[src/rtl/block_scaled_fp_dequantizer_top_macros.svh]
// assertion macros for the dequantizer
`ifndef BLOCK_SCALED_FP_DEQUANTIZER_TOP_MACROS_SVH
`define BLOCK_SCALED_FP_DEQUANTIZER_TOP_MACROS_SVH
// implication checked on every clock, skipped in reset
`define BSD_ASSERT_IMPL(label, clk_s, rst_n, ante, cons, msg) \
	label: assert property (@(posedge clk_s) disable iff (!rst_n) (ante) |-> (cons)) \
		else $error(msg);
// next-cycle implication
`define BSD_ASSERT_NEXT(label, clk_s, rst_n, ante, cons, msg) \
	label: assert property (@(posedge clk_s) disable iff (!rst_n) (ante) |=> (cons)) \
		else $error(msg);
`endif

[src/rtl/bsfd_pkg.sv]
// ----------------------------------------------------------------------------
// bsfd_pkg
// shared constants, types and element decode functions of the dequantizer
// ----------------------------------------------------------------------------
package bsfd_pkg;
	localparam int F8_BLOCK_ELEMS  = 128;
	localparam int FP4_BLOCK_ELEMS = 32;
	localparam int FP4_BLOCK_BYTES = FP4_BLOCK_ELEMS / 2;
	localparam int POS_W = $clog2(F8_BLOCK_ELEMS + 1);
	localparam int ROW_W = 21;

	localparam logic [1:0] MODE_BF16 = 2'd0;
	localparam logic [1:0] MODE_F8   = 2'd1;
	localparam logic [1:0] MODE_FP4  = 2'd2;
	localparam logic [1:0] MODE_RSVD = 2'd3;

	// register byte addresses
	localparam logic [2:0] ADDR_MODE = 3'd0;
	localparam logic [2:0] ADDR_ROWS = 3'd4;

	localparam logic [31:0] QNAN_BITS = 32'h7FC00000;
	localparam logic [31:0] INF_BITS  = 32'h7F800000;

	// element in normalized form: (-1)^neg * m * 2^k, m < 16
	typedef struct packed {
		logic       neg;
		logic [3:0] m;
		logic signed [5:0] k;
	} elem_t;

	typedef logic [3:0] fp4_mag_t [8];
	localparam fp4_mag_t FP4_MAG2 = '{4'd0, 4'd1, 4'd2, 4'd3, 4'd4, 4'd6, 4'd8, 4'd12};

	function automatic elem_t dec_e4m3(input logic [7:0] x);
		elem_t r;
		r.neg = x[7];
		if (x[6:0] == 7'h7f) begin
			r = '0;
		end else if (x[6:3] == 4'd0) begin
			r.m = {1'b0, x[2:0]};
			r.k = -6'sd9;
		end else begin
			r.m = {1'b1, x[2:0]};
			r.k = $signed({2'b00, x[6:3]}) - 6'sd10;
		end
		return r;
	endfunction

	function automatic elem_t dec_fp4(input logic [3:0] q);
		elem_t r;
		r.neg = q[3];
		r.m = FP4_MAG2[q[2:0]];
		r.k = -6'sd1;
		return r;
	endfunction
endpackage

[src/rtl/bsfd_lane.sv]
// ----------------------------------------------------------------------------
// bsfd_lane
// multiplies one decoded element by the e8m0 scale, fp32 result
// ----------------------------------------------------------------------------
module bsfd_lane (
	input  bsfd_pkg::elem_t elem,
	input  logic [7:0]      scode,
	output logic [31:0]     result
);
	import bsfd_pkg::*;

	logic [31:0] sbit;
	logic signed [9:0] kk, e;
	logic [2:0] p;
	logic signed [9:0] sh;
	logic [22:0] frac;

	always_comb begin
		sbit = {elem.neg, 31'd0};
		kk = 10'(elem.k) + ((scode == 8'd0) ? -10'sd127 : ($signed({2'b00, scode}) - 10'sd127));
		if (elem.m[3]) p = 3'd3;
		else if (elem.m[2]) p = 3'd2;
		else if (elem.m[1]) p = 3'd1;
		else p = 3'd0;
		e = kk + 10'($signed({1'b0, p}));
		sh = kk + 10'sd149;
		frac = 23'({elem.m, 19'd0} >> p) ;
		frac = 23'(23'(elem.m) << (5'd23 - 5'(p)));
		if (scode == 8'hff) begin
			result = (elem.m == 4'd0) ? QNAN_BITS : (sbit | INF_BITS);
		end else if (elem.m == 4'd0) begin
			result = sbit;
		end else if (e > 10'sd127) begin
			result = sbit | INF_BITS;
		end else if (e >= -10'sd126) begin
			result = sbit | {1'b0, 8'(e + 10'sd127), frac};
		end else begin
			result = sbit | {9'd0, 23'(23'(elem.m) << 5'(sh))};
		end
	end
endmodule

[src/rtl/block_scaled_fp_dequantizer_top.sv]
// ----------------------------------------------------------------------------
// block_scaled_fp_dequantizer_top
// bf16 / e4m3fn / mxfp4 row dequantizer to fp32 with apb configuration
// ----------------------------------------------------------------------------
// one input word per cycle while the output is not stalled, results in a single output
// register that also acts as the skid point: a new transaction is accepted
// whenever the output register is empty or is being emptied. two scaling
// lanes work side by side (low and high nibble in mxfp4, low lane alone in
// e4m3) and the merge stage packs them with count and row end. scale bytes
// and mode 3 produce no result. a mode or rows write restarts the row.
module block_scaled_fp_dequantizer_top (
	input  logic        clk,
	input  logic        arst_n,
	input  logic        psel,
	input  logic        penable,
	input  logic        pwrite,
	input  logic [2:0]  paddr,
	input  logic [31:0] pwdata,
	output logic [31:0] prdata,
	output logic        pready,
	input  logic        in_valid,
	output logic        in_ready,
	input  logic [15:0] data_word,
	output logic        out_valid,
	input  logic        out_ready,
	output logic [31:0] value_lo,
	output logic [31:0] value_hi,
	output logic [1:0]  value_count,
	output logic        row_end
);
	import bsfd_pkg::*;
	`include "block_scaled_fp_dequantizer_top_macros.svh"

	logic [1:0]       mode_q;
	logic [ROW_W-1:0] rows_q;
	logic [7:0]       scale_q;
	logic [POS_W-1:0] pos_q;
	logic [ROW_W-1:0] prog_q;

	logic wr, acc, in_fire, last_byte, row_last, emit;
	logic [POS_W-1:0] per_block;
	elem_t e_lo, e_hi;
	logic [31:0] r_lo, r_hi, r_bf;

	assign pready = 1'b1;
	assign wr = psel && penable && pwrite;
	assign in_ready = !out_valid || out_ready;
	assign in_fire = in_valid && in_ready;

	always_comb begin
		case (paddr)
			ADDR_MODE: prdata = {30'd0, mode_q};
			ADDR_ROWS: prdata = {11'd0, rows_q};
			default:   prdata = '0;
		endcase
	end

	// per-cycle decode and row bookkeeping
	always_comb begin
		per_block = (mode_q == MODE_F8) ? POS_W'(F8_BLOCK_ELEMS) : POS_W'(FP4_BLOCK_BYTES);
		last_byte = pos_q >= per_block;
		row_last = (22'(prog_q) + 22'd1) >= 22'(rows_q);
		acc = in_fire && mode_q != MODE_RSVD;
		emit = acc && (mode_q == MODE_BF16 || pos_q != '0);
		if (mode_q == MODE_F8) e_lo = dec_e4m3(data_word[7:0]);
		else e_lo = dec_fp4(data_word[3:0]);
		e_hi = dec_fp4(data_word[7:4]);
		r_bf = {data_word, 16'd0};
	end

	bsfd_lane u_lane_lo (.elem(e_lo), .scode(scale_q), .result(r_lo));
	bsfd_lane u_lane_hi (.elem(e_hi), .scode(scale_q), .result(r_hi));

	always_ff @(posedge clk or negedge arst_n) begin
		if (!arst_n) begin
			mode_q <= MODE_BF16;
			rows_q <= ROW_W'(1);
			scale_q <= '0;
			pos_q <= '0;
			prog_q <= '0;
		end else if (wr && (paddr == ADDR_MODE || paddr == ADDR_ROWS)) begin
			if (paddr == ADDR_MODE) mode_q <= pwdata[1:0];
			else rows_q <= pwdata[ROW_W-1:0];
			pos_q <= '0;
			prog_q <= '0;
		end else if (acc) begin
			if (mode_q == MODE_BF16) begin
				prog_q <= row_last ? '0 : prog_q + ROW_W'(1);
			end else if (pos_q == '0) begin
				scale_q <= data_word[7:0];
				pos_q <= POS_W'(1);
			end else begin
				pos_q <= last_byte ? '0 : pos_q + POS_W'(1);
				if (last_byte) prog_q <= row_last ? '0 : prog_q + ROW_W'(1);
			end
		end
	end

	// merge stage: output register
	always_ff @(posedge clk or negedge arst_n) begin
		if (!arst_n) begin
			out_valid <= 1'b0;
		end else if (in_ready) begin
			out_valid <= emit;
		end
	end

	always_ff @(posedge clk) begin
		if (in_ready && emit) begin
			case (mode_q)
				MODE_BF16: begin
					value_lo <= r_bf; value_hi <= '0; value_count <= 2'd1;
					row_end <= row_last;
				end
				MODE_F8: begin
					value_lo <= r_lo; value_hi <= '0; value_count <= 2'd1;
					row_end <= last_byte && row_last;
				end
				default: begin
					value_lo <= r_lo; value_hi <= r_hi; value_count <= 2'd2;
					row_end <= last_byte && row_last;
				end
			endcase
		end
	end

	`BSD_ASSERT_NEXT(a_stall_hold, clk, arst_n, out_valid && !out_ready, out_valid && $stable(value_lo), "result changed under stall")
	`BSD_ASSERT_IMPL(a_count_ok, clk, arst_n, out_valid, value_count == 2'd1 || value_count == 2'd2, "bad value count")
	`BSD_ASSERT_NEXT(a_scale_silent, clk, arst_n, in_fire && mode_q != MODE_BF16 && pos_q == '0, !out_valid || $stable(value_lo), "scale byte produced a result")
endmodule
[config.mk]
export PLATFORM = sky130hd
export DESIGN_NAME = block_scaled_fp_dequantizer_top
export DESIGN_NICKNAME = d
export VERILOG_FILES = /design/src/rtl/bsfd_pkg.sv /design/src/rtl/bsfd_lane.sv /design/src/rtl/block_scaled_fp_dequantizer_top.sv
export VERILOG_INCLUDE_DIRS = /design/src /design/src/rtl
export SDC_FILE = /design/constraint.sdc
export NUM_CORES = 1
export LEC_CHECK = 0
export BUFFER_PORTS_ARGS = -buffer_cell sky130_fd_sc_hd__clkbuf_2
export CAP_MARGIN = 20
export CORE_MARGIN = 3
export CORE_UTILIZATION = 50
export DETAILED_ROUTE_END_ITERATION = 8
export PLACE_DENSITY = 0.74
export RECOVER_POWER = 100
export SLEW_MARGIN = 0
export SYNTH_ARGS = -nofsm -noshare
export SYNTH_HDL_FRONTEND = slang
export SYNTH_SLANG_ARGS = --single-unit
[constraint.sdc]
create_clock -name clk -period 5.9 [get_ports clk]
set_input_delay 0.295 -clock clk [delete_from_list [all_inputs] [get_ports clk]]
set_output_delay 0.295 -clock clk [all_outputs]
set_load 0.02 [all_outputs]
# Word-level counts from Yosys, hierarchy flattened
# Memory sizes are Yosys's and may differ from the RTL's.
# Cells that the tools add are included.
[word_totals] in_bits=58 n_memories=2 romBits=64 regBits=128
[classes] n_mux=41 addsub=15 n_reduce_logical=28 magnitude_cmp=8 n_eq_ne=7 n_bitwise=9 n_shift=4
[memory_table] memory="(name not given)" words=8 width=4 rd=1 rd_clocked_by_memory_dff=0 wr=0 line_no="bsfd_pkg.sv:52" text="r.m = FP4_MAG2[q[2:0]];"
[memory_table] memory="(name not given)" words=8 width=4 rd=1 rd_clocked_by_memory_dff=0 wr=0 line_no="bsfd_pkg.sv:52"
[op_table] operator="32-bit 2-to-1 mux" n=11
[op_table] operator="21-bit 2-to-1 mux" n=6
[op_table] operator="4-bit by 5-bit left shift with 23-bit output" n=4
[op_table] operator="32-bit by 23-bit bitwise OR with 32-bit output" n=2
[op_table] operator="32-bit by 31-bit bitwise OR with 32-bit output" n=2
[op_table] operator="8-bit 2-to-1 mux" n=6
[op_table] operator="21-bit case mux with 2 select lines" n=1
[op_table] operator="10-bit 2-to-1 mux" n=3
[op_table] operator="21-bit by 1-bit adder with 22-bit output (second input constant)" n=1
[op_table] operator="22-bit by 21-bit >= comparator with 1-bit output" n=1
[op_table] operator="21-bit by 1-bit adder with 21-bit output (second input constant)" n=1
[op_table] operator="10-bit by 4-bit adder with 10-bit output" n=2
[op_table] operator="10-bit by 8-bit >= comparator with 1-bit output (second input constant)" n=2
[op_table] operator="10-bit by 8-bit > comparator with 1-bit output (second input constant)" n=2
[op_table] operator="8-bit adder (second input constant)" n=2
[op_table] operator="8-bit zero test" n=2
[op_table] operator="4-bit 2-to-1 mux" n=4
[op_table] operator="4-bit zero test" n=3
[op_table] operator="3-bit 2-to-1 mux" n=4
[op_table] operator="11-bit 2-to-1 mux" n=1
[op_table] operator="1-bit by 10-bit adder with 10-bit output (first input constant)" n=1
[op_table] operator="5-bit adder (second input constant)" n=2
[op_table] operator="6-bit by 10-bit adder with 10-bit output" n=1
[op_table] operator="5-bit by 3-bit subtractor with 5-bit output (first input constant)" n=2
[op_table] operator="other kinds (28)" n=46

# Depth between registers and ports, before layout
[logic_depth] word_depth=16 ltp_mapped=19 depth_no_buf=18

# Modules after synthesis
# A second synthesis with hierarchy kept.
[hier_totals] cells_unflattened=1177 hier_area_um2=10506.3
[modules_own_cells] mod="block_scaled_fp_dequantizer_top" seq_area_each_um2=3539.6 instances=1 cells_each=634 area_each_um2=6805.3
[modules_own_cells] mod="bsfd_lane at u_lane_hi" seq_area_each_um2=0.0 instances=1 cells_each=277 area_each_um2=1934.4
[modules_own_cells] mod="bsfd_lane at u_lane_lo" seq_area_each_um2=0.0 instances=1 cells_each=266 area_each_um2=1766.7

# Worst setup path after synthesis
# Ideal clock, no wire load.
[synth_path] kind="register to register" from="register pos_q[0]" to="register prog_q[16]" t_arrival_ns=5.141 required_ns=5.813 synth_period_minus_slack_ns=5.227 path_stages_with_launch=11 path_buffers=1 setup_ns=0.087 setup_slack_ns=0.673 path_cell_list="dfrtp_1 inv_1 ha_1 nand4_1 inv_1 maj3_1 nor2_1 and3_1 clkbuf_1 nand2_1 o211ai_1"
[synth_via] elab_chain_cells=3
[synth_lines] element="from (decl)" line_no="block_scaled_fp_dequantizer_top.sv:37" text="logic [POS_W-1:0] pos_q;"
[synth_lines] element="from (signal assigned)" line_no="block_scaled_fp_dequantizer_top.sv:93" text="pos_q <= last_byte ? '0 : pos_q + POS_W'(1);"
[synth_lines] element="8-bit >= comparator or 8-bit zero test (tied branches)" line_no="block_scaled_fp_dequantizer_top.sv:61, block_scaled_fp_dequantizer_top.sv:89"
[synth_lines] element="3-bit nonzero test (no source line) or 3-bit inequality test (tied branches)"
[synth_lines] element="3-bit AND reduction (no source line) *"
[synth_lines] element="to (signal assigned)" line_no="block_scaled_fp_dequantizer_top.sv:88" text="prog_q <= row_last ? '0 : prog_q + ROW_W'(1);"
[synth_lines] element="to (signal assigned)" line_no="block_scaled_fp_dequantizer_top.sv:94" text="if (last_byte) prog_q <= row_last ? '0 : prog_q + ROW_W'(1);"
[synth_lines] element="to (decl)" line_no="block_scaled_fp_dequantizer_top.sv:38" text="logic [ROW_W-1:0] prog_q;"
# Mark *: on every way between the ends. The rest lies on a longest branch, timed or not.
# A chain may end at the register's enable or synchronous reset.

# Worst setup path after layout
[layout_path] from="register scale_q[0]" to="register value_lo[8], data pin"
[layout_via] elab_chain_cells=10
[layout_lines] element="from (decl)" line_no="block_scaled_fp_dequantizer_top.sv:36" text="logic [7:0] scale_q;"
[layout_lines] element="from (signal assigned)" line_no="block_scaled_fp_dequantizer_top.sv:90" text="scale_q <= data_word[7:0];"
[layout_lines] element="parallel branches: the longest is 9 deep, another holds 6-bit by 10-bit adder with 10-bit output"
[layout_lines] element="32-bit 2-to-1 mux *" line_no="bsfd_lane.sv:29" text="if (scode == 8'hff) begin"
[layout_lines] element="to (signal assigned)" line_no="block_scaled_fp_dequantizer_top.sv:112" text="value_lo <= r_bf; value_hi <= '0; value_count <= 2'd1;"
[layout_lines] element="to (signal assigned)" line_no="block_scaled_fp_dequantizer_top.sv:116" text="value_lo <= r_lo; value_hi <= '0; value_count <= 2'd1;"
[layout_lines] element="to (signal assigned)" line_no="block_scaled_fp_dequantizer_top.sv:120" text="value_lo <= r_lo; value_hi <= r_hi; value_count <= 2'd2;"
[layout_lines] element="to (decl)" line_no="block_scaled_fp_dequantizer_top.sv:26" text="output logic [31:0] value_lo,"
# Every way passes the cells marked *.

==> results list <==
* Status: finished with violations
- The final reports fail on capacitance limit, slew limit.
- CP dominant cell by count: sky130_fd_sc_hd__ha_1
- Clock tree from TritonCTS: done
- Tightest Pin Transition: 3.34 ns
- Counting flops and latches in the post-synthesis netlist gives 128.
- Violation count after the first detailed-routing iteration: 728
* CTS H-tree depth: 4
- Synthesis produced 1060 cells.
- Data required, critical path: 6.04 ns
* Net Switching: 3.26 mW
* Number of buffer and inverter instances along the worst setup path: 2
- For this run, the share of the core covered by cells in the final layout is 0.590.
* Share of synthesized flip-flops with an asynchronous set or reset: 0.477
- The routed design has 24000 microns of wire.
- Cell-by-cell listing of the critical path: inv_1 -> ha_1 -> or4b_1 -> o31ai_1 -> ha_1 -> fa_1 -> ha_1 -> a21o_1 -> and2_0 -> and2_0 -> o31a_1 -> o31ai_1 -> nand3_2 -> buf_4 -> nand2_1 -> o32ai_1
* DR pass1 iterations: 5
- Across every metal layer, demand over resource in global routing totals 0.233.
- Maximum vdd ir drop: 0.000538 V
* Worst hold path cell count: 3
- Clock Path Buffers: 2
- In the synthesized netlist the dominant register cell turns out to be sky130_fd_sc_hd__edfxtp_1.
- Total number of yosys warnings: 0
- Classification of the worst-slack hold path: primary input to flip-flop
- Category of the most critical setup path: flip-flop to flip-flop
* Final slew viol count: 101
* Post-DP Area: 0.0104 sq mm
* Via count of the first global-routing pass: 7696
* Via total after detailed routing: 8340
* Kind of cell adding the most delay to the critical path: simple AND/OR/NAND/NOR gates
- Averaged over all synthesized cells, the footprint is 8.95 sq um.
- Port buffer count: 136
- Setup violations remaining at the end of the flow were counted as 0.
* Routability-driven placement congestion ratio: 0.915
- Setup slack of the worst register-to-register path: 0.46 ns
- Largest net degree at the start of global routing: 62
* Clock latency on the worst-skew pair: 0.43 ns
- After clock tree synthesis, the clock-pin slew on the worst setup and hold paths is 0.06 ns.
- Worst-path cell with the longest stage delay: sky130_fd_sc_hd__or4b_1
* Gate power share: 0.623
* Die area: 0.0207 sq mm
- Final design instance area without fill: 0.0108 sq mm
* Share of power burned in the clock network: 0.161
* Maximum clock rate: 184 MHz
- Final cell count without fillers: 1430
- Crit. End Element: flip-flop
- In the finished design, the share of the clock period the worst path needs comes to 0.922.
* Stages on worst setup path: 16
- 160 I/O pins were placed.
- Subtracting the final worst setup slack from the clock period gives 5.44 ns.
- Initial antenna violation count: 0
- Yosys mapped a number of flops with a built-in enable equal to 67.
- Proportion of synthesized chip area in sequential cells: 0.373
- Max Cap Violations: 2
* Fraction of final layout cells sized beyond drive strength 1: 0.108
* Final Skew: 0.0102 ns
- Of the total power, the share spent switching nets is 0.490.
- Data arrival time at the worst-slack endpoint: 5.58 ns
* Reg2reg path depth: 16
- Largest driver fanout on the critical path: 12
* Routed length per instance: 16.8 microns
* CTS root buf: sky130_fd_sc_hd__clkbuf_16
- # fillers: 1647
- DR DRC count: 0
- CTS saw 128 sinks.
* Sequential group share of total power: 0.216
- Number of nets in the layout: 1301
- For this design the static power due to leakage is 4.52 nW.
- Worst slew margin relative to its limit: -1.23
- Internal power comes to 3.40 mW.
* Setup repair bufs after CTS: 0
* Initial Utilization: 0.518
- Delay of the slowest critical-path stage: 0.58 ns
- The die is 144 microns tall.
- P&R area growth vs syn: 13.9%
* Via/cell ratio: 5.83
- The final hold violation count came to 0.
- STA classifies the critical path startpoint as a flip-flop.
- Post-CTS resize count: 0
* Synth Cell Area: 0.00949 sq mm
- Hpwl dp: 17700 microns
- The floorplan step set the die width to 144 microns.
- Final total negative setup slack: 0 ns
- First-pass GRT wire length: 38800 microns
- Most common cell after layout, fill and taps aside: sky130_fd_sc_hd__clkbuf_1
- Once placement completed, the tool counted placed cells totaling 1398.
* Antenna cells: 0
- CTS Buf Count: 17
- The floorplan has 49 rows.
- Leaving out fill and tap cells, the most frequent cells in the layout are 97 x sky130_fd_sc_hd__clkbuf_1, 92 x sky130_fd_sc_hd__nand2_1, 84 x sky130_fd_sc_hd__nor2_1.
- RSZ-0062 raised after global routing: false
- Global route overflow: 0
- Core region area: 0.0183 sq mm
- Power spread over the standard cell area amounts to 616 mW/mm^2.
- Count of nets left with antenna violations after detail routing: 0
* CTS hold repair buffers: 0
* Number of unique standard cell types used by synthesis: 95
==> sequential cells by signal, summed over array words and instances (netlist names) <==
register     count
mode_q           2
out_valid        1
pos_q            8
prog_q          21
row_end          1
rows_q          21
scale_q          8
value_count      2
value_hi        32
value_lo        32
==> worst paths after layout <==
| check | endpoint | from |
|---|---|---|
| max | value_lo[8]$_SDFFCE_PP0P_ | scale_q[0]$_DFFE_PN0P_ |
| min | rows_q[13]$_DFFE_PN0P_ | pwdata[13] |
| max reg2reg | value_lo[8]$_SDFFCE_PP0P_ | scale_q[0]$_DFFE_PN0P_ |
| min reg2reg | prog_q[20]$_DFFE_PN0P_ | prog_q[20]$_DFFE_PN0P_ |
| max in group asynchronous | scale_q[6]$_DFFE_PN0P_ | arst_n |
| min in group asynchronous | rows_q[17]$_DFFE_PN0P_ | arst_n |
==> power groups by stage <==
stage	logic [mW]	registers, mW	clock network (mW)
after floorplan	3.10	1.57	0
after global placement	4.06	1.44	0
after detailed placement	4.11	1.45	0
after CTS	4.17	1.44	1.09
after global routing	4.60	1.47	1.13
final	4.15	1.44	1.07
==> through the flow <==
step / setup WS (ns) / hold slack (ns) / power (mW)
3_3_place_gp: 0.748 / 0.475 / 5.50
3_5_place_dp: 0.668 / 0.481 / 5.56
5_1_grt: 0.148 / 0.0696 / 7.20
6_report: 0.458 / 0.0710 / 6.66
4_1_cts: 0.615 / 0.0586 / 6.69
2_1_floorplan: 0.673 / -0.000591 / 4.67
==> layer usage <==
layer | track usage | up-vias | wire length (microns)
li1 | - | 4106 | -
met2 | 0.357 | 262 | 10700
met3 | 0.0502 | 35 | 1560
met5 | 0 | - | 0
met4 | 0.0619 | 0 | 332
met1 | 0.335 | 3937 | 11400
==> final cells by class <==
cell class	count	area (sq um)	share of cell area
multi-input cells	823	5450	0.504
flip-flops and latches	128	3540	0.327
repair buffers	157	699	0.0647
clock buffers	19	464	0.0429
well taps	229	287	0.0265
inverters	61	229	0.0212
clock inverters	13	139	0.0128
==> cell usage after synthesis, types with 5 or more instances <==
master | count | share of area
sky130_fd_sc_hd__nor3_1 | 37 | 0.020
sky130_fd_sc_hd__o21a_1 | 5 | 0.0040
sky130_fd_sc_hd__nand2_1 | 92 | 0.036
sky130_fd_sc_hd__dfrtp_1 | 60 | 0.16
sky130_fd_sc_hd__nand3_1 | 44 | 0.023
sky130_fd_sc_hd__xor2_1 | 24 | 0.022
sky130_fd_sc_hd__clkbuf_1 | 43 | 0.017
sky130_fd_sc_hd__o211ai_1 | 7 | 0.0055
sky130_fd_sc_hd__buf_2 | 6 | 0.0032
sky130_fd_sc_hd__or3_1 | 8 | 0.0053
sky130_fd_sc_hd__ha_1 | 52 | 0.069
sky130_fd_sc_hd__buf_4 | 15 | 0.012
sky130_fd_sc_hd__a21oi_1 | 36 | 0.019
sky130_fd_sc_hd__mux2i_1 | 14 | 0.015
sky130_fd_sc_hd__and2_1 | 10 | 0.0066
sky130_fd_sc_hd__nand4_1 | 11 | 0.0073
sky130_fd_sc_hd__nor2b_1 | 10 | 0.0066
sky130_fd_sc_hd__xnor2_1 | 31 | 0.029
sky130_fd_sc_hd__nand2b_1 | 21 | 0.014
sky130_fd_sc_hd__and3_1 | 34 | 0.022
sky130_fd_sc_hd__mux2_2 | 12 | 0.014
sky130_fd_sc_hd__or2_2 | 6 | 0.0040
sky130_fd_sc_hd__nor2_1 | 84 | 0.033
sky130_fd_sc_hd__a31oi_1 | 9 | 0.0059
sky130_fd_sc_hd__a22oi_1 | 5 | 0.0040
sky130_fd_sc_hd__o22ai_1 | 8 | 0.0053
sky130_fd_sc_hd__o22a_1 | 9 | 0.0083
sky130_fd_sc_hd__nor4_1 | 14 | 0.0092
sky130_fd_sc_hd__inv_1 | 58 | 0.023
sky130_fd_sc_hd__a21o_1 | 16 | 0.013
sky130_fd_sc_hd__edfxtp_1 | 67 | 0.21
sky130_fd_sc_hd__a32o_1 | 16 | 0.017
sky130_fd_sc_hd__a211oi_1 | 13 | 0.010
sky130_fd_sc_hd__o21ai_0 | 78 | 0.041
==> logic make-up after synthesis <==
group / after synthesis / share of synthesized area
XOR/XNOR: 56 / 0.0525
AO/OA/AOI/OAI: 258 / 0.188
other: 2 / 0.000791
multiplexers: 27 / 0.0306
AND/OR/NAND/NOR: 401 / 0.218
flip-flops: 128 / 0.373
adder cells (fa/ha/maj): 57 / 0.0770
buffers and inverters: 131 / 0.0602
==> worst min-delay path: cells and delay by family <==
family / cells / cell delay [ns]
buf+inv: 1 / 0.07
compound gates: 1 / 0.05
simple gates: 1 / 0.03
(Power assumes the default switching activity.)
